### src/hw/rtl/kts_pkg.sv
// Shared types and constants for the keyframe track sampler.
package kts_pkg;

    localparam int MAX_PARTS_DEF      = 16;
    localparam int KEYS_PER_TRACK_DEF = 64;
    localparam int NUM_TRACKS         = 4;

    localparam logic [1:0] FUNC_CLEAR  = 2'd0;
    localparam logic [1:0] FUNC_TEX    = 2'd1;
    localparam logic [1:0] FUNC_APPEND = 2'd2;
    localparam logic [1:0] FUNC_SAMPLE = 2'd3;

    localparam int KEY_WIDTH = 4 + 32 + 32;

    typedef struct packed {
        logic [3:0]  part;
        logic [31:0] ktime;
        logic [31:0] kval;
    } key_entry_t;

    typedef struct packed {
        logic        start;
        logic [31:0] ts;
        logic [31:0] vs;
        logic [31:0] te;
        logic [31:0] ve;
        logic [31:0] t;
    } interp_req_t;

    typedef struct packed {
        logic        done;
        logic [31:0] value;
    } interp_rsp_t;

endpackage

### src/hw/rtl/kts_interp.sv
// Serial interpolation unit: shift-add multiply, restoring divide, saturating add.
module kts_interp (
    input  logic                 clk,
    input  logic                 rst_n,
    input  kts_pkg::interp_req_t req,
    output kts_pkg::interp_rsp_t rsp
);

    localparam logic [1:0] I_IDLE = 2'd0;
    localparam logic [1:0] I_MUL  = 2'd1;
    localparam logic [1:0] I_DIV  = 2'd2;
    localparam logic [1:0] I_FIN  = 2'd3;

    logic [1:0]  state_reg, state_next;
    logic [5:0]  cnt_reg, cnt_next;
    logic [31:0] num_reg, num_next;
    logic [31:0] den_reg, den_next;
    logic [31:0] mag_reg, mag_next;
    logic        neg_reg, neg_next;
    logic [31:0] vs_reg, vs_next;
    logic [63:0] acc_reg, acc_next;
    logic [32:0] rem_reg, rem_next;
    logic [31:0] res_reg, res_next;
    logic        done_reg, done_next;

    logic signed [32:0] dv;
    logic [32:0]        rem_sh;
    logic [33:0]        diff;
    logic signed [34:0] sum;

    always_comb
    begin
        state_next = state_reg;
        cnt_next   = cnt_reg;
        num_next   = num_reg;
        den_next   = den_reg;
        mag_next   = mag_reg;
        neg_next   = neg_reg;
        vs_next    = vs_reg;
        acc_next   = acc_reg;
        rem_next   = rem_reg;
        res_next   = res_reg;
        done_next  = 1'b0;
        dv         = $signed({req.ve[31], req.ve}) - $signed({req.vs[31], req.vs});
        rem_sh     = {rem_reg[31:0], acc_reg[63]};
        diff       = {1'b0, rem_sh} - {2'b00, den_reg};
        sum        = neg_reg ? $signed({{3{vs_reg[31]}}, vs_reg}) - $signed({2'b00, acc_reg[32:0]})
                             : $signed({{3{vs_reg[31]}}, vs_reg}) + $signed({2'b00, acc_reg[32:0]});
        unique case (state_reg)
            I_IDLE:
            begin
                if (req.start)
                begin
                    num_next   = req.t - req.ts;
                    den_next   = req.te - req.ts;
                    neg_next   = dv[32];
                    mag_next   = dv[32] ? 32'(-dv) : dv[31:0];
                    vs_next    = req.vs;
                    acc_next   = '0;
                    cnt_next   = '0;
                    state_next = I_MUL;
                end
            end
            I_MUL:
            begin
                acc_next = {acc_reg[62:0], 1'b0} + (num_reg[31] ? {32'd0, mag_reg} : 64'd0);
                num_next = {num_reg[30:0], 1'b0};
                cnt_next = cnt_reg + 6'd1;
                if (cnt_reg == 6'd31)
                begin
                    cnt_next   = '0;
                    rem_next   = '0;
                    state_next = I_DIV;
                end
            end
            I_DIV:
            begin
                rem_next = diff[33] ? rem_sh : diff[32:0];
                acc_next = {acc_reg[62:0], ~diff[33]};
                cnt_next = cnt_reg + 6'd1;
                if (cnt_reg == 6'd63)
                begin
                    state_next = I_FIN;
                end
            end
            I_FIN:
            begin
                // quotient is below the value span, saturation kept as a guard
                if (sum > 35'sd2147483647)
                begin
                    res_next = 32'h7FFF_FFFF;
                end
                else if (sum < -35'sd2147483648)
                begin
                    res_next = 32'h8000_0000;
                end
                else
                begin
                    res_next = sum[31:0];
                end
                done_next  = 1'b1;
                state_next = I_IDLE;
            end
            default:
            begin
                state_next = I_IDLE;
            end
        endcase
    end

    always_ff @(posedge clk or negedge rst_n)
    begin
        if (!rst_n)
        begin
            state_reg <= I_IDLE;
            cnt_reg   <= '0;
            done_reg  <= 1'b0;
        end
        else
        begin
            state_reg <= state_next;
            cnt_reg   <= cnt_next;
            done_reg  <= done_next;
        end
    end

    always_ff @(posedge clk)
    begin
        num_reg <= num_next;
        den_reg <= den_next;
        mag_reg <= mag_next;
        neg_reg <= neg_next;
        vs_reg  <= vs_next;
        acc_reg <= acc_next;
        rem_reg <= rem_next;
        res_reg <= res_next;
    end

    assign rsp.done  = done_reg;
    assign rsp.value = res_reg;

endmodule

### config.mk
export PLATFORM = sky130hd
export DESIGN_NAME = kts_interp
export DESIGN_NICKNAME = d
export VERILOG_FILES = /design/src/hw/rtl/kts_pkg.sv /design/src/hw/rtl/kts_interp.sv
export SDC_FILE = /design/constraint.sdc
export NUM_CORES = 1
export LEC_CHECK = 0
export BUFFER_PORTS_ARGS = -buffer_cell sky130_fd_sc_hd__buf_2
export CAP_MARGIN = 30
export CORE_UTILIZATION = 27
export DETAILED_ROUTE_END_ITERATION = 7
export GPL_TIMING_DRIVEN = 0
export HOLD_SLACK_MARGIN = 0.05
export PLACE_DENSITY = 0.46
export SETUP_SLACK_MARGIN = 0.4
export SLEW_MARGIN = 0
export SYNTH_ARGS = -nofsm -noshare
export SYNTH_HDL_FRONTEND = slang
export SYNTH_SLANG_ARGS = --single-unit
export TNS_END_PERCENT = 1
### constraint.sdc
create_clock -name clk -period 5.4 [get_ports clk]
set_input_delay 0.27 -clock clk [delete_from_list [all_inputs] [get_ports clk]]
set_output_delay 0.27 -clock clk [all_outputs]
set_load 0.01 [all_outputs]
# [After elaboration in Yosys (flattened, before gate mapping)]
# Cells that the tools add are included.
[op_classes] n_addsub=9 n_lt_le_gt_ge=2 eq_ne=8 muxes=19 n_bitwise=1 n_reduce_logical=9
[ops] operator="$mux W32" count=6
[ops] operator="$pmux W64 S3" count=1
[ops] operator="$pmux W32 S2" count=2
[ops] operator="$add A64 B32 Y64" count=1
[ops] operator="$mux W64" count=1
[ops] operator="$sub A32 B32 Y32" count=2
[ops] operator="$add A32 B34 Y35" count=1
[ops] operator="$gt A35 B32 Y1 const B" count=1
[ops] operator="$lt A35 B32 Y1 const B" count=1
[ops] operator="$mux W35" count=1
[ops] operator="$sub A32 B34 Y35" count=1
[ops] operator="$sub A33 B32 Y34" count=1
[ops] operator="$sub A32 B32 Y33" count=1
[ops] operator="$neg A32 Y32" count=1
[ops] operator="$pmux W6 S3" count=1
[ops] operator="$mux W6" count=2
[ops] operator="$pmux W2 S4" count=1
[ops] operator="$reduce_and A2 Y1" count=4
[ops] operator="$add A6 B1 Y6 const B" count=1
[ops] operator="$eq A6 B5 Y1 const B" count=1
[ops] operator="$eq A6 B6 Y1 const B" count=1
[ops] operator="$mux W2" count=3
[ops] operator="$ne A2 B2 Y1 const B" count=3
[ops] operator="$eq A2 B2 Y1 const B" count=2
[ops] operator="7 further kinds" count=8
[totals] ff_bits=266 out_inout_bits=33 wordCells=59

# [Longest topological paths before layout]
[logic_depth] word_depth=4 depth_mapped=21 ltp_nobuf=19

# [Worst setup path after synthesis]
# OpenSTA, ideal clock, no wires.
[synth_path] kind="reg2reg" start="register state_reg[0]" end="register cnt_reg[4]" setup_ns=0.128 arrival_time_ns=4.929 setup_slack_ns=0.344 path_stages_with_launch=10 path_buffers=0 cell_sequence="dfrtp_1 inv_1 ha_1 nand2_1 inv_1 a21oi_1 inv_1 o21ai_0 nand2_1 o21ai_0"
[synth_between] elab_chain_len=3
[synth_lines] item="start: declaration" line_no="kts_interp.sv:14" source="logic [1:0] state_reg, state_next;"
[synth_lines] item="start signal: assignment" line_no="kts_interp.sv:121" source="state_reg <= state_next;"
[synth_lines] item="$eq A2 B2 Y1, or another cell as far along" line_no="kts_interp.sv:49" source="unique case (state_reg)"
[synth_lines] item="$reduce_bool A3 Y1 (no line) / $ne A2 B2 Y1 (equally long branches)"
[synth_lines] item="$reduce_and A2 Y1 (no line)"
[synth_lines] item="end signal: assignment" line_no="kts_interp.sv:122" source="cnt_reg <= cnt_next;"
[synth_lines] item="end: declaration" line_no="kts_interp.sv:15" source="logic [5:0] cnt_reg, cnt_next;"
# Several ways; a longest one is shown, not always the timed one.
# A chain may end at the register's enable or synchronous reset.

# [Worst setup path in the final report]
[layout_path] start="register acc_reg[1]" end="register res_reg[1], data pin"
[layout_between] elab_chain_len=4
[layout_lines] item="start: declaration" line_no="kts_interp.sv:21" source="logic [63:0] acc_reg, acc_next;"
[layout_lines] item="start signal: assignment" line_no="kts_interp.sv:134" source="acc_reg <= acc_next;"
[layout_lines] item="$add A32 B34 Y35 / $sub A32 B34 Y35 (equally long branches)" line_no="kts_interp.sv:48, kts_interp.sv:47"
[layout_lines] item="$mux W35 (*)" line_no="kts_interp.sv:47" source="sum = neg_reg ? $signed({{3{vs_reg[31]}}, vs_reg}) - $signed({2'b00, acc_reg[32:0]})"
[layout_lines] item="$lt A35 B32 Y1" line_no="kts_interp.sv:93" source="else if (sum < -35'sd2147483648)"
[layout_lines] item="$mux W32" line_no="kts_interp.sv:93"
[layout_lines] item="end signal: assignment" line_no="kts_interp.sv:136" source="res_reg <= res_next;"
[layout_lines] item="end: declaration" line_no="kts_interp.sv:23" source="logic [31:0] res_reg, res_next;"
# Mark *: on every way between the ends. The rest lies on a longest branch, timed or not.

==> flow_metrics.py <==
metrics = {
    "cells_and_area": {
        "drive_above_1_share": 0.1426,
        "largest_reg_flops": 64,
        "fin_util": 0.3279,
        "num-fill-cells": 8788,
        "nNetsFinal": 3195,
        "areaGrowthSynthToFinish_pct": 19.88,
        "count_of_antenna_diodes_in_the_layout": 0,
    },
    "worst_setup_path": {
        "reg2regPathDepth": 21,
        "worst_setup_path_end_kind": "register",
        "arr_time_crit_path_ns": 5.26,
        "crit_path_max_fanout": 6,
        "worstReg2RegEnd": "res_reg[1]$_SDFFCE_PN1P_",
        "criticalPathCategory": "register to register",
        "worst-endpoint-required_ns": 5.69,
        "cp-start-kind": "register",
        "r2r_start": "acc_reg[1]$_DFFE_PP_",
        "r2r_slack_ns": 0.43,
    },
    "yosys": {
        "number_of_synthesized_flops_with_an_enable_pin": 257,
        "post_synth_num_cell_types": 95,
        "async_flop_share": 0.03383,
        "syn_inst": 2516,
        "yosys.area.top_type_share": 0.3366,
        "count_leader_synth": "sky130_fd_sc_hd__edfxtp_1",
        "synth_ff_type": "sky130_fd_sc_hd__edfxtp_1",
        "syn-num-nets": 2883,
        "synth.area.top_cells": "sky130_fd_sc_hd__edfxtp_1 (34%), sky130_fd_sc_hd__ha_1 (11%), sky130_fd_sc_hd__xnor2_1 (5.6%)",
        "netlist_top_cells_count": "sky130_fd_sc_hd__edfxtp_1 (257), sky130_fd_sc_hd__a21oi_1 (202), sky130_fd_sc_hd__ha_1 (198)",
        "yosysSeqAreaShare": 0.3464,
        "synthesis.area_sq_mm": 0.02293,
        "synth_area_leader_cell": "sky130_fd_sc_hd__edfxtp_1",
        "synth_area_per_cell_sq_um": 9.112,
        "ys_seq_elements": 266,
        "ys.warnings.count": 0,
    },
    "floorplan": {
        "core.rowCount": 106,
        "chipHeight_microns": 293.4,
        "chipWidth_microns": 293.4,
        "design.core.area_sq_mm": 0.08382,
        "ios": 196,
        "initial_utilization": 0.2735,
        "die_area_sq_mm": 0.08608,
    },
    "routing": {
        "drt_wl_total_mm": 69.20,
        "dr.first_iter.drc_count": 763,
        "wl_per_cell_microns": 17.35,
        "detail-route-antenna-nets": 0,
        "detailedRoute.firstPassIterationCount": 5,
        "drcViolationCount": 0,
        "post_drt_via_cell_ratio": 4.961,
        "detailroute.via_count": 19790,
    },
    "global_route": {
        "gr-usage-all-layers": 0.1580,
        "grt_antenna_before_repair": 1,
        "grt_max_degree": 67,
        "globalRoute.totalOverflow": 0,
        "grt_pass1_vias": 19930,
        "grt_pass1_wl_mm": 108.2,
    },
    "timing": {
        "final.setup.worst_slack_ns": 0.4262,
        "max_clock_freq_mhz": 201.1,
        "finalCriticalPeriod_ns": 4.974,
        "slew_headroom": 0.3973,
        "final-max-slew-violation-count": 0,
        "fin_skew_ns": 0.02541,
        "setup_viol": 0,
        "tightest_pin_transition_ns": 0.9041,
        "hold_viol": 0,
        "totalNegativeSetupSlack_ns": 0,
        "fin_crit_sh": 0.9211,
        "grt_setup_unrepaired": "yes",
    },
    "run_status": {
        "outcome": "finished, final reports clean",
    },
    "clock_tree": {
        "cts_tree": "yes",
        "clock_latency_ns": 0.57,
        "clock_sink_count": 266,
        "ctsHtreeMaxLevel": 2,
        "cts_buffer_depth": 3,
        "clkSlewWorstSetupHoldPaths_ns": 0.06,
        "cts_made_buffers": 36,
        "clockRootBuffer": "sky130_fd_sc_hd__clkbuf_16",
    },
    "place": {
        "hpwl_mm": 54.32,
        "portBuffers": 195,
        "post-place-ws_ns": -0.4864,
        "gp_congestion": 0.9069,
    },
    "pwr": {
        "power.density_cell_area_mw_per_mm2": 623.8,
        "vdd.ir_drop.worst_mv": 0.3052,
        "p_leak_nw": 11.32,
    },
    "flow_run": {
        "cap_viol_max_count": 0,
    },
    "hold_path": {
        "hold_path_class": "input pin to async pin",
    },
}
[metrics by stage]
stage                     instances  instance area [sq um]  hold WS [ns]  power (mW)
after floorplan                2516                  22930      -0.02559       11.46
after global placement         3845                  25320        0.1731       13.81
after detailed placement       3850                  25460        0.1743       13.95
after CTS                      3975                  27340       0.08023       17.11
after global routing           3988                  27480        0.1149       18.54
final                          3988                  27480        0.1265       17.15
[worst max-delay path, stage by stage (launching register included)]
cell,delay (ns)
sky130_fd_sc_hd__edfxtp_1,0.49
sky130_fd_sc_hd__inv_1,0.10
sky130_fd_sc_hd__ha_2,0.18
sky130_fd_sc_hd__or3b_4,0.40
sky130_fd_sc_hd__nor4_4,0.24
sky130_fd_sc_hd__buf_6,0.17
sky130_fd_sc_hd__a21oi_1,0.08
sky130_fd_sc_hd__xnor2_1,0.24
sky130_fd_sc_hd__ha_1,0.30
sky130_fd_sc_hd__a21o_1,0.17
sky130_fd_sc_hd__a211oi_2,0.20
sky130_fd_sc_hd__nand2b_1,0.09
sky130_fd_sc_hd__o21ai_2,0.23
sky130_fd_sc_hd__o41a_4,0.20
sky130_fd_sc_hd__o21ai_2,0.08
sky130_fd_sc_hd__a221o_1,0.33
sky130_fd_sc_hd__a311o_1,0.40
sky130_fd_sc_hd__xnor2_1,0.20
sky130_fd_sc_hd__a31o_4,0.28
sky130_fd_sc_hd__buf_6,0.13
sky130_fd_sc_hd__buf_12,0.11
sky130_fd_sc_hd__o221ai_2,0.08
[where the power goes]
group | internal [mW] | switching [mW] | total [mW]
clock | 1.32 | 0.978 | 2.30
combinational | 4.54 | 6.06 | 10.6
sequential | 3.66 | 0.584 | 4.25
[routing by layer]
layer  GRT usage  part of all wire
met3     0.01815             0.033
met1      0.2010              0.46
met5           0                 0
met2      0.2754              0.48
met4     0.05424             0.031
[cells in the final DEF, fill, tap and decap left out, drive strengths merged, types with 102 or more instances in the layout]
| master | synthesis | routed |
|---|---|---|
| xnor2 | 147 | 147 |
| clkbuf | 63 | 102 |
| nand2 | 174 | 174 |
| nor2 | 177 | 177 |
| inv | 178 | 177 |
| ha | 198 | 198 |
| a21oi | 203 | 203 |
| edfxtp | 257 | 257 |
| o21ai | 167 | 167 |
| buf | 21 | 262 |
[what timing repair did]
item                       in CTS  in global routing
resized for setup              44                 19
setup buffers                  23                 13
hold endpoints to repair       41                  0
hold buffers                   33                  0
pin swaps                      25                 19
setup endpoints to repair      32                 45
gates cloned                    5                  0
[worst max-delay path by stage]
stage | slack, ns | end | from | cells after the start
6_report | 0.43 | res_reg[1]$_SDFFCE_PN1P_ | acc_reg[1]$_DFFE_PP_ | 21
5_1_grt | 0.25 | res_reg[7]$_SDFFCE_PN1P_ | acc_reg[1]$_DFFE_PP_ | 21
4_1_cts | 0.40 | res_reg[1]$_SDFFCE_PN1P_ | acc_reg[0]$_DFFE_PP_ | 22
3_5_place_dp | -0.49 | res_reg[4]$_SDFFCE_PN1P_ | acc_reg[0]$_DFFE_PP_ | 19
3_3_place_gp | -0.64 | acc_reg[6]$_DFFE_PP_ | state_reg[0]$_DFFE_PN0P_ | 6
2_1_floorplan | 0.92 | res_reg[10]$_SDFFCE_PN1P_ | acc_reg[6]$_DFFE_PP_ | 18
[cell type report]
type	instances	area, sq um	area share
multi-input cells	1988	14120	0.5138
flip-flops and latches	266	7943	0.2890
repair buffers	274	1799	0.06546
well taps	1134	1419	0.05163
clock buffers	39	912.1	0.03319
inverters	178	674.4	0.02454
plain buffers	84	410.4	0.01493
clock inverters	25	205.2	0.007466
[cell families after synthesis]
logic type	share of synthesized area
XOR/XNOR	0.08372
flip-flops	0.3464
buffers and inverters	0.04513
AO/OA/AOI/OAI	0.2344
adder cells (fa/ha/maj)	0.1133
AND/OR/NAND/NOR	0.1618
multiplexers	0.01523
No activity file was read; power rests on OpenSTA's default activity.
