[src/hw/rtl/kts_ram.sv]
// Generic single-port RAM with registered read.
module kts_ram #(
    parameter int WIDTH = 8,
    parameter int DEPTH = 16
) (
    input  logic                                  clk,
    input  logic                                  we,
    input  logic [(DEPTH > 1 ? $clog2(DEPTH) : 1)-1:0] addr,
    input  logic [WIDTH-1:0]                      wdata,
    output logic [WIDTH-1:0]                      rdata
);

    logic [WIDTH-1:0] mem [DEPTH];

    always_ff @(posedge clk)
    begin
        if (we)
        begin
            mem[addr] <= wdata;
        end
        rdata <= mem[addr];
    end

endmodule

[config.mk]
export PLATFORM = sky130hd
export DESIGN_NAME = kts_ram
export DESIGN_NICKNAME = d
export VERILOG_FILES = /design/src/hw/rtl/kts_ram.sv
export SDC_FILE = /design/constraint.sdc
export NUM_CORES = 1
export LEC_CHECK = 0
export BUFFER_PORTS_ARGS = -buffer_cell sky130_fd_sc_hd__buf_2
export CORE_UTILIZATION = 57
export CTS_BUF_LIST = sky130_fd_sc_hd__clkbuf_8
export DETAILED_ROUTE_END_ITERATION = 10
export PLACE_DENSITY = 0.81
export SLEW_MARGIN = 20
export SYNTH_ARGS = -nofsm -noshare
export SYNTH_HDL_FRONTEND = slang
export SYNTH_SLANG_ARGS = --single-unit
export TNS_END_PERCENT = 1
[constraint.sdc]
create_clock -name clk -period 1.75 [get_ports clk]
set_input_delay 0.35 -clock clk [delete_from_list [all_inputs] [get_ports clk]]
set_output_delay 0.35 -clock clk [all_outputs]
set_load 0.05 [all_outputs]
## Word-level counts from Yosys, hierarchy flattened

Memories as Yosys holds them, arrays and structs flattened. A register that Yosys moved wholly into a read port is not among the register bits.
Cells that the tools add are included.

| storage, ports and cells | value |
|---|---|
| memories kept | 1 |
| bits in registers | 0 |
| memory bits (writable) | 128 |
| latch bits | 0 |
| output and inout port bits | 8 |
| memory bits (read-only) | 0 |
| input port bits | 14 |

Memory list:

| memory | depth | width | rd ports | clocked after memory_dff | write ports | RTL line | source |
|---|---|---|---|---|---|---|---|
| mem | 16 | 8 | 1 | 1 | 1 | 13 | `logic [WIDTH-1:0] mem [DEPTH];` |

| cells by class | value |
|---|---|
| $lt $le $gt $ge | 0 |
| $mul | 0 |
| reduce and logical (&&, ||, !) cells | 0 |
| multiplexer cells | 2 |
| divide/modulo/power cells | 0 |
| bitwise logic cells | 0 |
| $add $sub $neg | 0 |
| eq/ne operators | 0 |
| shift-type cells | 0 |

Operators with widths:

| cell | number |
|---|---|
| $mux W1 | 2 |

## Depth between registers and ports, before layout

Gate-level depths: netlist (run 1).

| depth | value |
|---|---|
| depth in word-level cells | 2 |
| mapped depth | 5 |
| depth with buffers taken out | 3 |

## Least setup slack after synthesis (run 1)

OpenSTA, ideal clock, no wires.

| timing | value |
|---|---|
| path kind | input-to-reg |
| start point | input addr[2] (netlist bit) |
| end point | memory mem[0][0] (enable) |
| path buffers | 0 |
| arrival time | 1.460 ns |
| stages | 2 |
| slack | -0.093 ns |
| path through | or3b_2 > nor3_1 |

RTL lines:

| item | RTL line | source |
|---|---|---|
| start: declaration | 8 | `input logic [(DEPTH > 1 ? $clog2(DEPTH) : 1)-1:0] addr,` |
| end: declaration | 13 |  |

Straight into the memory's write port.

## Worst setup path in the final report (run 1)

| timing | value |
|---|---|
| start point | register rdata[7] (read register of mem) |
| end point | output rdata[7] |

RTL lines:

| item | RTL line | source |
|---|---|---|
| start: declaration | 10 | `output logic [WIDTH-1:0] rdata` |

No word-level cell between the ends.

==> results of run 1 <==
[registers in the layout, indices dropped and copies added, names as in the netlist]
signal  cells
rdata       8
mem       128
[placed cells by master (no fill, tap or decap)]
| cell | n |
|---|---|
| bufinv_16 | 6 |
| or3b_2 | 1 |
| buf_2 | 21 |
| nor2_1 | 13 |
| mux4_2 | 32 |
| nor3_1 | 3 |
| and2_1 | 1 |
| clkinv_4 | 1 |
| clkinvlp_4 | 3 |
| buf_4 | 24 |
| edfxtp_1 | 128 |
| clkinv_2 | 2 |
| diode_2 | 1 |
| nand3b_1 | 2 |
| nor3_2 | 1 |
| buf_12 | 4 |
| nand2_1 | 9 |
| dfxtp_1 | 8 |
| a22oi_1 | 16 |
| nand2b_1 | 2 |
| nand3_1 | 1 |
| clkbuf_8 | 17 |
| inv_6 | 3 |
| nor2b_1 | 2 |
[report_power, final]
| group | switching, mW | internal (mW) | total [mW] | leakage (nW) |
|---|---|---|---|---|
| combinational | 0.267 | 0.163 | 0.430 | 0.560 |
| sequential | 0.0259 | 3.64 | 3.66 | 1.22 |
| clock | 1.21 | 1.85 | 3.06 | 0.233 |
| total | 1.50 | 5.65 | 7.15 | 2.02 |
[path summary, 6_finish.rpt]
check	slack, ns	cells after the start	endpoint	start
worst max-delay path	0.32	1	rdata[7]	rdata[7]$_DFF_P_
worst min-delay path	0.31	1	mem[12][4]$_DFFE_PP_	wdata[4]
worst max register to register	0.41	3	rdata[1]$_DFF_P_	mem[8][1]$_DFFE_PP_
worst min register to register	0.69	3	rdata[0]$_DFF_P_	mem[15][0]$_DFFE_PP_
[layout make-up]
class | count | area (um^2) | share of cell area
tap | 108 | 135 | 0.0225
sequential | 136 | 4000 | 0.668
antenna | 1 | 2.50 | 0.000417
timing repair buffer | 49 | 365 | 0.0609
multi-input combinational | 83 | 1010 | 0.168
clock buffer | 17 | 234 | 0.0390
clock inverter | 15 | 248 | 0.0413
[logic make-up after synthesis]
family                 synth area share
multiplexers                      0.142
buffers and inverters            0.0119
AO/OA/AOI/OAI                    0.0237
flip-flops                        0.790
AND/OR/NAND/NOR                  0.0321
[metrics by stage]
step	power, mW	utilization	hold slack, ns	worst slack [ns]	setup TNS (ns)
2_1_floorplan	3.99	-	0.449	-0.0381	-2.26
4_1_cts	7.19	0.691	0.281	0.297	0
3_5_place_dp	4.17	0.635	0.674	-0.0343	-0.205
5_1_grt	7.35	0.691	0.293	0.273	0
6_report	7.15	0.691	0.313	0.319	0
3_3_place_gp	4.14	0.635	0.655	0.00783	0
[routing by layer]
metal | global-route usage | vias to the layer above | part of all wire
met5 | 0 | - | 0
met4 | 0.117 | 0 | 0.021
met3 | 0.0585 | 21 | 0.073
met2 | 0.381 | 133 | 0.54
met1 | 0.278 | 1278 | 0.37
li1 | - | 1074 | -
[Yosys cell counts (all sizes together)]
cell	n
a22oi	16
and2	1
buf	8
clkbuf	3
dfxtp	8
edfxtp	128
mux4	32
nand2	9
nand2b	2
nand3	1
nand3b	2
nor2	13
nor2b	2
nor3	4
or3b	1
[worst register-to-register path: stages, from the launching register on]
cell and delay [ns]:
edfxtp_1 0.38, mux4_2 0.46, a22oi_1 0.30, nand2_1 0.09
==> results.sh, run 1 <==
export IMPL_cts_resized=0
export IMPL_arrival_ns=1.08
export IMPL_ys_warn_count=0
export IMPL_required_ns=1.40
export IMPL_worst_slew_pin_transition_ns=0.612
export IMPL_syn_nets=244
export IMPL_firstDrtPassIters=5
export IMPL_ys_seq_elements=136
export IMPL_grt_max_degree=22
export IMPL_die_area_mm2=0.00927
export IMPL_post_cts_buffers=0
export IMPL_num_nets_final=301
export IMPL_vias_per_cell=6.13
export IMPL_status="finished clean"
export IMPL_peakVddDrop_mv=0.498
export IMPL_coreArea_mm2=0.00868
export IMPL_dp_cells=376
export IMPL_postPlaceCellArea_mm2=0.00551
export IMPL_die_h_um=96.3
export IMPL_synth_cell_area_mm2=0.00507
export IMPL_io_pins=22
export IMPL_endpoint_kind="output port"
export IMPL_drtIter0Drc=128
export IMPL_grt_pass1_vias=2524
export IMPL_fmaxAchievable_mhz=699
export IMPL_path_max_fanout=1
export IMPL_clkLatencyLatePin_ns=0.43
export IMPL_die_w_um=96.3
export IMPL_slew_violations=0
export IMPL_route_detailed_drc=0
export IMPL_grt_pass1_wl_um=14000
export IMPL_start_util=0.584
export IMPL_yosysTopAreaCell="edfxtp_1"
export IMPL_global_route_overflow_total=0
export IMPL_ant_nets=0
export IMPL_cp_num_buf_inv=1
export IMPL_setup_violations=0
export IMPL_cpPeakStageDelay_ns=0.38
export IMPL_rows=34
export IMPL_fin_area_mm2=0.00600
export IMPL_post_route_period_util=0.818
export IMPL_vias=2506
export IMPL_fin_crit_ns=1.43
export IMPL_crit_slowest_cell="dfxtp_1"
export IMPL_cts_max_path_buffers=2
export IMPL_slew_headroom=0.591
export IMPL_syn_to_final_growth_pct=18.3
export IMPL_start_kind="flip-flop"
export IMPL_rsz0062_at_grt="false"
export IMPL_path_class="reg2out"
export IMPL_drv_cap=0
export IMPL_p_per_area_mw_per_mm2=1190
export IMPL_cts_buffers=17
export IMPL_routed_wl_um=9570
export IMPL_cts_root_buf="clkbuf_8"
export IMPL_crit_chain="buf_2"
export IMPL_grt_usage=0.229
export IMPL_synthCells=230
export IMPL_antenna_found_initial=0
export IMPL_cts_max_level=4
export IMPL_post_drt_wl_per_cell_um=23.4
export IMPL_cts_tree="yes"
export IMPL_finClkSkew_ns=0.00804
export IMPL_fill_cells=516
export IMPL_hold_path_class="in2reg"
export IMPL_synthTopCellsByArea="edfxtp_1, mux4_2, dfxtp_1"
export IMPL_synth_cell_type_count=18
export IMPL_finalHoldViolations=0
export IMPL_critical_path_top_delay_family="flip-flops"
export IMPL_instances_no_fill=409
export IMPL_cts_sinks=136
export IMPL_avgSynthCellArea_um2=22.0
export IMPL_gp_congestion=0.751
export IMPL_power_leakage_nw=2.02
export IMPL_io_buffers=21
export IMPL_hold_buffers=0
export IMPL_cts_clk_slew_worst_paths_ns=0.08
export IMPL_drive_above_1_share=0.383
export IMPL_synth_top_area_frac=0.759
export IMPL_synth_seq_area_share=0.790
No activity file was read; power rests on OpenSTA's default activity.
==> inputs of run 2 (changes only) <==
ABC_AREA = 1   (was not set)
PLACE_DENSITY = 0.8   (was 0.81)
clock period = 1.3 ns   (was 1.75 ns; I/O delays follow)
==> results.sh, run 2 <==
export IMPL_num_nets_final=596
export IMPL_ys_warn_count=0
export IMPL_fmaxAchievable_mhz=791
export IMPL_firstDrtPassIters=5
export IMPL_reg2reg_slack_ns=0.25
export IMPL_cts_clk_slew_worst_paths_ns=0.07
export IMPL_path_depth=1
export IMPL_drtIter0Drc=277
export IMPL_pwr_share_seq=0.528
export IMPL_gp_congestion=0.916
export IMPL_seqCellArea_mm2=0.00400
export IMPL_route_detailed_drc=0
export IMPL_coreArea_mm2=0.00937
export IMPL_endpoint="rdata[6]"
export IMPL_synth_edff_count=128
export IMPL_finalHoldViolations=0
export IMPL_grt_usage=0.258
export IMPL_hold_ws_ns=0.248
export IMPL_cts_sinks=136
export IMPL_utilization=0.694
export IMPL_combinationalPowerShare=0.081
export IMPL_post_route_period_util=0.972
export IMPL_post_cts_buffers=0
export IMPL_intPower_mw=7.16
export IMPL_drive_above_1_share=0.148
export IMPL_yosysMostFrequentCell="nand2_1"
export IMPL_slew_violations=0
export IMPL_endpoint_kind="output port"
export IMPL_grt_pass1_wl_um=18600
export IMPL_setup_violations=0
export IMPL_switching_share=0.233
export IMPL_syn_nets=562
export IMPL_crit_path_start="rdata[6]$_DFF_P_"
export IMPL_r2r_start="mem[7][1]$_DFFE_PP_"
export IMPL_vias=3815
export IMPL_dp_hpwl_um=7520
export IMPL_cts_root_buf="clkbuf_8"
export IMPL_ys_seq_elements=136
export IMPL_cp_num_buf_inv=1
export IMPL_status="finished clean"
export IMPL_ant_nets=0
export IMPL_routed_wl_um=11900
export IMPL_top_regs="mem: 128 flops, rdata: 8 flops"
export IMPL_largest_reg_flops=128
export IMPL_die_area_mm2=0.0102
export IMPL_setup_ws_ns=0.0364
export IMPL_global_route_overflow_total=0
export IMPL_rows=35
export IMPL_fin_crit_ns=1.26
export IMPL_yosysTopAreaCell="edfxtp_1"
export IMPL_path_max_fanout=1
export IMPL_path_class="reg2out"
export IMPL_synth_top_area_frac=0.687
export IMPL_start_kind="flip-flop"
export IMPL_design_power_total_mw=9.34
export IMPL_slew_headroom=0.710
export IMPL_fill_cells=659
export IMPL_synth_seq_area_share=0.716
export IMPL_clkLatencyLatePin_ns=0.43
export IMPL_start_util=0.597
export IMPL_finClkSkew_ns=0.0101
export IMPL_cts_max_level=4
export IMPL_rsz0062_at_grt="false"
export IMPL_synth_cell_area_mm2=0.00559
export IMPL_synthTopCellsByArea="edfxtp_1, nand2_1, dfxtp_1"
export IMPL_avgSynthCellArea_um2=10.2
export IMPL_synthFlopType="edfxtp_1"
export IMPL_die_w_um=101
export IMPL_die_h_um=101
export IMPL_dp_slack_ns=-0.154
export IMPL_cpPeakStageDelay_ns=0.39
export IMPL_worst_slew_pin_transition_ns=0.434
export IMPL_final_common_cell="nand2_1"
export IMPL_hold_buffers=0
export IMPL_r2r_end="rdata[1]$_DFF_P_"
export IMPL_io_buffers=21
export IMPL_synth_cell_type_count=11
export IMPL_peakVddDrop_mv=0.904
export IMPL_crit_slowest_cell="dfxtp_1"
export IMPL_p_switching_mw=2.18
export IMPL_arrival_ns=1.00
export IMPL_critical_path_top_delay_family="flip-flops"
export IMPL_post_drt_wl_per_cell_um=16.4
export IMPL_vias_per_cell=5.27
export IMPL_synthCells=548
export IMPL_cts_max_path_buffers=2
export IMPL_required_ns=1.04
export IMPL_ys_top_cells_by_count="nand2_1, edfxtp_1, inv_1"
export IMPL_largest_register="mem"
export IMPL_grt_max_degree=41
export IMPL_cts_resized=4
export IMPL_syn_to_final_growth_pct=16.2
export IMPL_final_cell_mix="nand2_1, edfxtp_1, inv_1, buf_2, clkbuf_8"
export IMPL_drv_cap=0
export IMPL_grt_pass1_vias=3676
export IMPL_multi_input_area_mm2=0.00156
export IMPL_p_per_area_mw_per_mm2=1440
export IMPL_synthArstFlopShare=0
export IMPL_cts_buffers=17
export IMPL_hold_path_class="in2reg"
export IMPL_cts_tree="yes"
export IMPL_io_pins=22
export IMPL_r2r_cells=8
export IMPL_pwr_share_clk=0.391
export IMPL_power_leakage_nw=2.74
export IMPL_antenna_diode_count=0
export IMPL_crit_chain="buf_6"
export IMPL_antenna_found_initial=0
## run 2: cell types whose count changed after synthesis, sizes merged, moves of 2 or more
cell    delta
nand2    +337
mux4      -32
inv       +22
a22oi     -16
buf       +10
nor2       +5
nor3       -4
nand3      +3
nand2b     -2
nand3b     -2
nor2b      -2
## run 2: per-layer routing
layer	routed length (um)	track usage	up-vias
li1	-	-	1818
met5	0	0	-
met1	4970	0.336	1813
met4	350	0.129	0
met2	5810	0.405	156
met3	725	0.0631	28
## run 2: logic make-up (layout without fill, tap and decap cells)
kind of cell  Yosys count  in the layout  share of synthesized area
buf+inv                44             91                     0.0362
simple gates          368            368                      0.248
flops                 136            136                      0.716
## run 2: cell type report
type,instances,area share
clock inverter,15,0.0287
timing repair buffer,36,0.0410
inverter,23,0.0133
clock buffer,17,0.0360
tap,129,0.0248
sequential,136,0.616
multi-input combinational,368,0.240
## run 2: worst reg2reg max path: cells and delay by family, from the launching register on
kind,cells,cell delay (ns)
simple gates,7,0.47
buf+inv,1,0.09
flops,1,0.40
## run 2: worst min path at each step
stage / start / to / slack [ns] / cells past startpoint
final: wdata[5] / mem[13][5]$_DFFE_PP_ / 0.25 / 1
after global routing: wdata[5] / mem[13][5]$_DFFE_PP_ / 0.23 / 1
after CTS: wdata[5] / mem[12][5]$_DFFE_PP_ / 0.23 / 1
after detailed placement: wdata[5] / mem[12][5]$_DFFE_PP_ / 0.69 / 1
after global placement: wdata[5] / mem[12][5]$_DFFE_PP_ / 0.69 / 1
after floorplan: wdata[0] / mem[0][0]$_DFFE_PP_ / 0.36 / 0
## run 2: metrics by stage
step                instances  TNS, ns  instance area (um^2)
CTS                       724        0                  6500
global route              724        0                  6500
floorplan                 548    -1.41                  5780
detailed placement        692   -13.55                  6070
finish                    724        0                  6500
global placement          692    -9.59                  6070
## run 2: power by group through the flow
stage | clock, mW | sequential (mW) | combinational [mW]
after floorplan | 0 | 5.12 | 0.382
after global placement | 0 | 5.02 | 0.725
after detailed placement | 0 | 5.02 | 0.740
after CTS | 3.67 | 4.93 | 0.754
after global routing | 3.83 | 4.93 | 0.826
final | 3.65 | 4.93 | 0.760
==> inputs of run 3 (changes only) <==
CELL_PAD_IN_SITES_DETAIL_PLACEMENT = 1   (was not set)
CELL_PAD_IN_SITES_GLOBAL_PLACEMENT = 1   (was not set)
CORE_UTILIZATION = 46   (was 57)
CTS_BUF_LIST = sky130_fd_sc_hd__clkbuf_4   (was sky130_fd_sc_hd__clkbuf_8)
PLACE_DENSITY = 0.81   (was 0.8)
SETUP_SLACK_MARGIN = 0.3   (was not set)
==> results.sh, run 3 (synthesis results as in run 2) <==
export IMPL_finClkSkew_ns=0.0212
export IMPL_die_w_um=112
export IMPL_pwr_share_clk=0.328
export IMPL_cp_num_buf_inv=1
export IMPL_antenna_diode_count=0
export IMPL_fmaxAchievable_mhz=776
export IMPL_worst_slew_pin_transition_ns=0.421
export IMPL_crit_chain="buf_8"
export IMPL_fin_area_mm2=0.00662
export IMPL_slew_violations=0
export IMPL_post_route_period_util=0.992
export IMPL_io_buffers=21
export IMPL_instances_no_fill=745
export IMPL_setup_ws_ns=0.0107
export IMPL_dp_hpwl_um=9330
export IMPL_route_detailed_drc=2
export IMPL_final_common_cell="nand2_1"
export IMPL_dp_cells=713
export IMPL_postPlaceCellArea_mm2=0.00617
export IMPL_drive_above_1_share=0.241
export IMPL_rsz0062_at_grt="true"
export IMPL_drv_cap=0
export IMPL_fin_tns_setup_ns=0
export IMPL_rows=39
export IMPL_syn_to_final_growth_pct=18.4
export IMPL_p_per_area_mw_per_mm2=1310
export IMPL_p_switching_mw=2.17
export IMPL_global_route_overflow_total=0
export IMPL_grt_usage=0.248
export IMPL_grt_use_met1=0.302
export IMPL_grt_pass1_wl_um=22600
export IMPL_violations="DRC"
export IMPL_grt_met3_usage=0.0464
export IMPL_endpoint_kind="output port"
export IMPL_die_h_um=112
export IMPL_critical_path_top_delay_family="flip-flops"
export IMPL_pwr_share_seq=0.569
export IMPL_coreArea_mm2=0.0116
export IMPL_setup_violations=0
export IMPL_cts_clk_slew_worst_paths_ns=0.13
export IMPL_hold_path_class="in2reg"
export IMPL_routed_wl_um=14300
export IMPL_dp_slack_ns=-0.151
export IMPL_vias=3898
export IMPL_finalHoldViolations=0
export IMPL_start_kind="flip-flop"
export IMPL_ant_nets=0
export IMPL_drtIter0Drc=180
export IMPL_cts_sinks=136
export IMPL_grt_max_degree=53
export IMPL_slew_headroom=0.719
export IMPL_grt_pass1_vias=4189
export IMPL_vias_per_cell=5.23
export IMPL_arrival_ns=1.03
export IMPL_fill_cells=1288
export IMPL_status="finished, violations left"
export IMPL_gp_congestion=0.845
export IMPL_peakVddDrop_mv=0.779
export IMPL_cpPeakStageDelay_ns=0.35
export IMPL_switching_share=0.250
export IMPL_hold_buffers=0
export IMPL_cts_buffers=17
export IMPL_antenna_found_initial=0
export IMPL_largest_register="mem"
export IMPL_intPower_mw=6.50
export IMPL_combinationalPowerShare=0.102
export IMPL_final_cell_mix="nand2_1, edfxtp_1, nand2_2, clkbuf_4, buf_4"
export IMPL_power_leakage_nw=2.74
export IMPL_die_area_mm2=0.0126
export IMPL_top_regs="mem: 128 flops, rdata: 8 flops"
export IMPL_start_util=0.482
export IMPL_required_ns=1.04
export IMPL_cts_tree="yes"
export IMPL_firstDrtPassIters=7
export IMPL_largest_reg_flops=128
export IMPL_cts_max_path_buffers=2
export IMPL_crit_slowest_cell="dfxtp_2"
export IMPL_post_drt_wl_per_cell_um=19.2
export IMPL_path_class="reg2out"
export IMPL_num_nets_final=603
export IMPL_busiest_layer="met2"
export IMPL_cts_max_level=4
export IMPL_path_max_fanout=1
export IMPL_fin_crit_ns=1.29
export IMPL_grt_use_met2=0.438
export IMPL_clkLatencyLatePin_ns=0.54
export IMPL_io_pins=22
export IMPL_cts_root_buf="clkbuf_4"
==> run 3: cell types whose count changed in the layout (fill, tap and decap cells not counted), sizes merged <==
cell    delta
inv        -2
clkbuf     +1
bufinv     -1
buf        +7
clkinv     +2
==> run 3: layer usage <==
metal,wire (um),share of wire
met4,275,0.019
met5,0,0
met3,570,0.040
met1,5740,0.40
met2,7700,0.54
==> run 3: timing repair <==
| action | CTS | global route |
|---|---|---|
| setup endpoints to repair | 16 | 16 |
| setup buffers | 0 | 0 |
| resized for setup | 48 | 19 |
| pin swaps | 30 | 40 |
==> run 3: final timing paths <==
| kind | startpoint | endpoint | slack, ns | cells past startpoint |
|---|---|---|---|---|
| hold / removal | wdata[2] | mem[14][2]$_DFFE_PP_ | 0.15 | 1 |
| hold reg to reg | mem[0][5]$_DFFE_PP_ | rdata[5]$_DFF_P_ | 0.72 | 8 |
| setup reg to reg | mem[6][3]$_DFFE_PP_ | rdata[3]$_DFF_P_ | 0.25 | 8 |
| setup / recovery | rdata[2]$_DFF_P_ | rdata[2] | 0.01 | 1 |
==> run 3: final cells by class <==
type                            instances  area (um^2)  area share
Multi-Input combinational cell        368         1650       0.249
Sequential cell                       136         4010       0.606
Clock buffer                           18          135      0.0204
Timing Repair Buffer                   43          385      0.0582
Clock inverter                         14          158      0.0238
Tap cell                              143          179      0.0270
Inverter                               23          101      0.0153
==> run 3: power by group through the flow <==
stage,clock (mW),combinational [mW],sequential [mW]
6_report,2.84,0.889,4.94
2_1_floorplan,0,0.400,5.12
5_1_grt,3.03,0.966,4.95
3_3_place_gp,0,0.769,5.01
3_5_place_dp,0,0.803,5.02
4_1_cts,2.89,0.876,4.94
==> run 3: stage by stage <==
step | hold WS [ns] | power (mW) | util
2_1_floorplan | 0.359 | 5.52 | -
3_3_place_gp | 0.688 | 5.78 | 0.531
3_5_place_dp | 0.710 | 5.82 | 0.531
4_1_cts | 0.120 | 8.70 | 0.566
5_1_grt | 0.118 | 8.94 | 0.570
6_report | 0.149 | 8.67 | 0.570
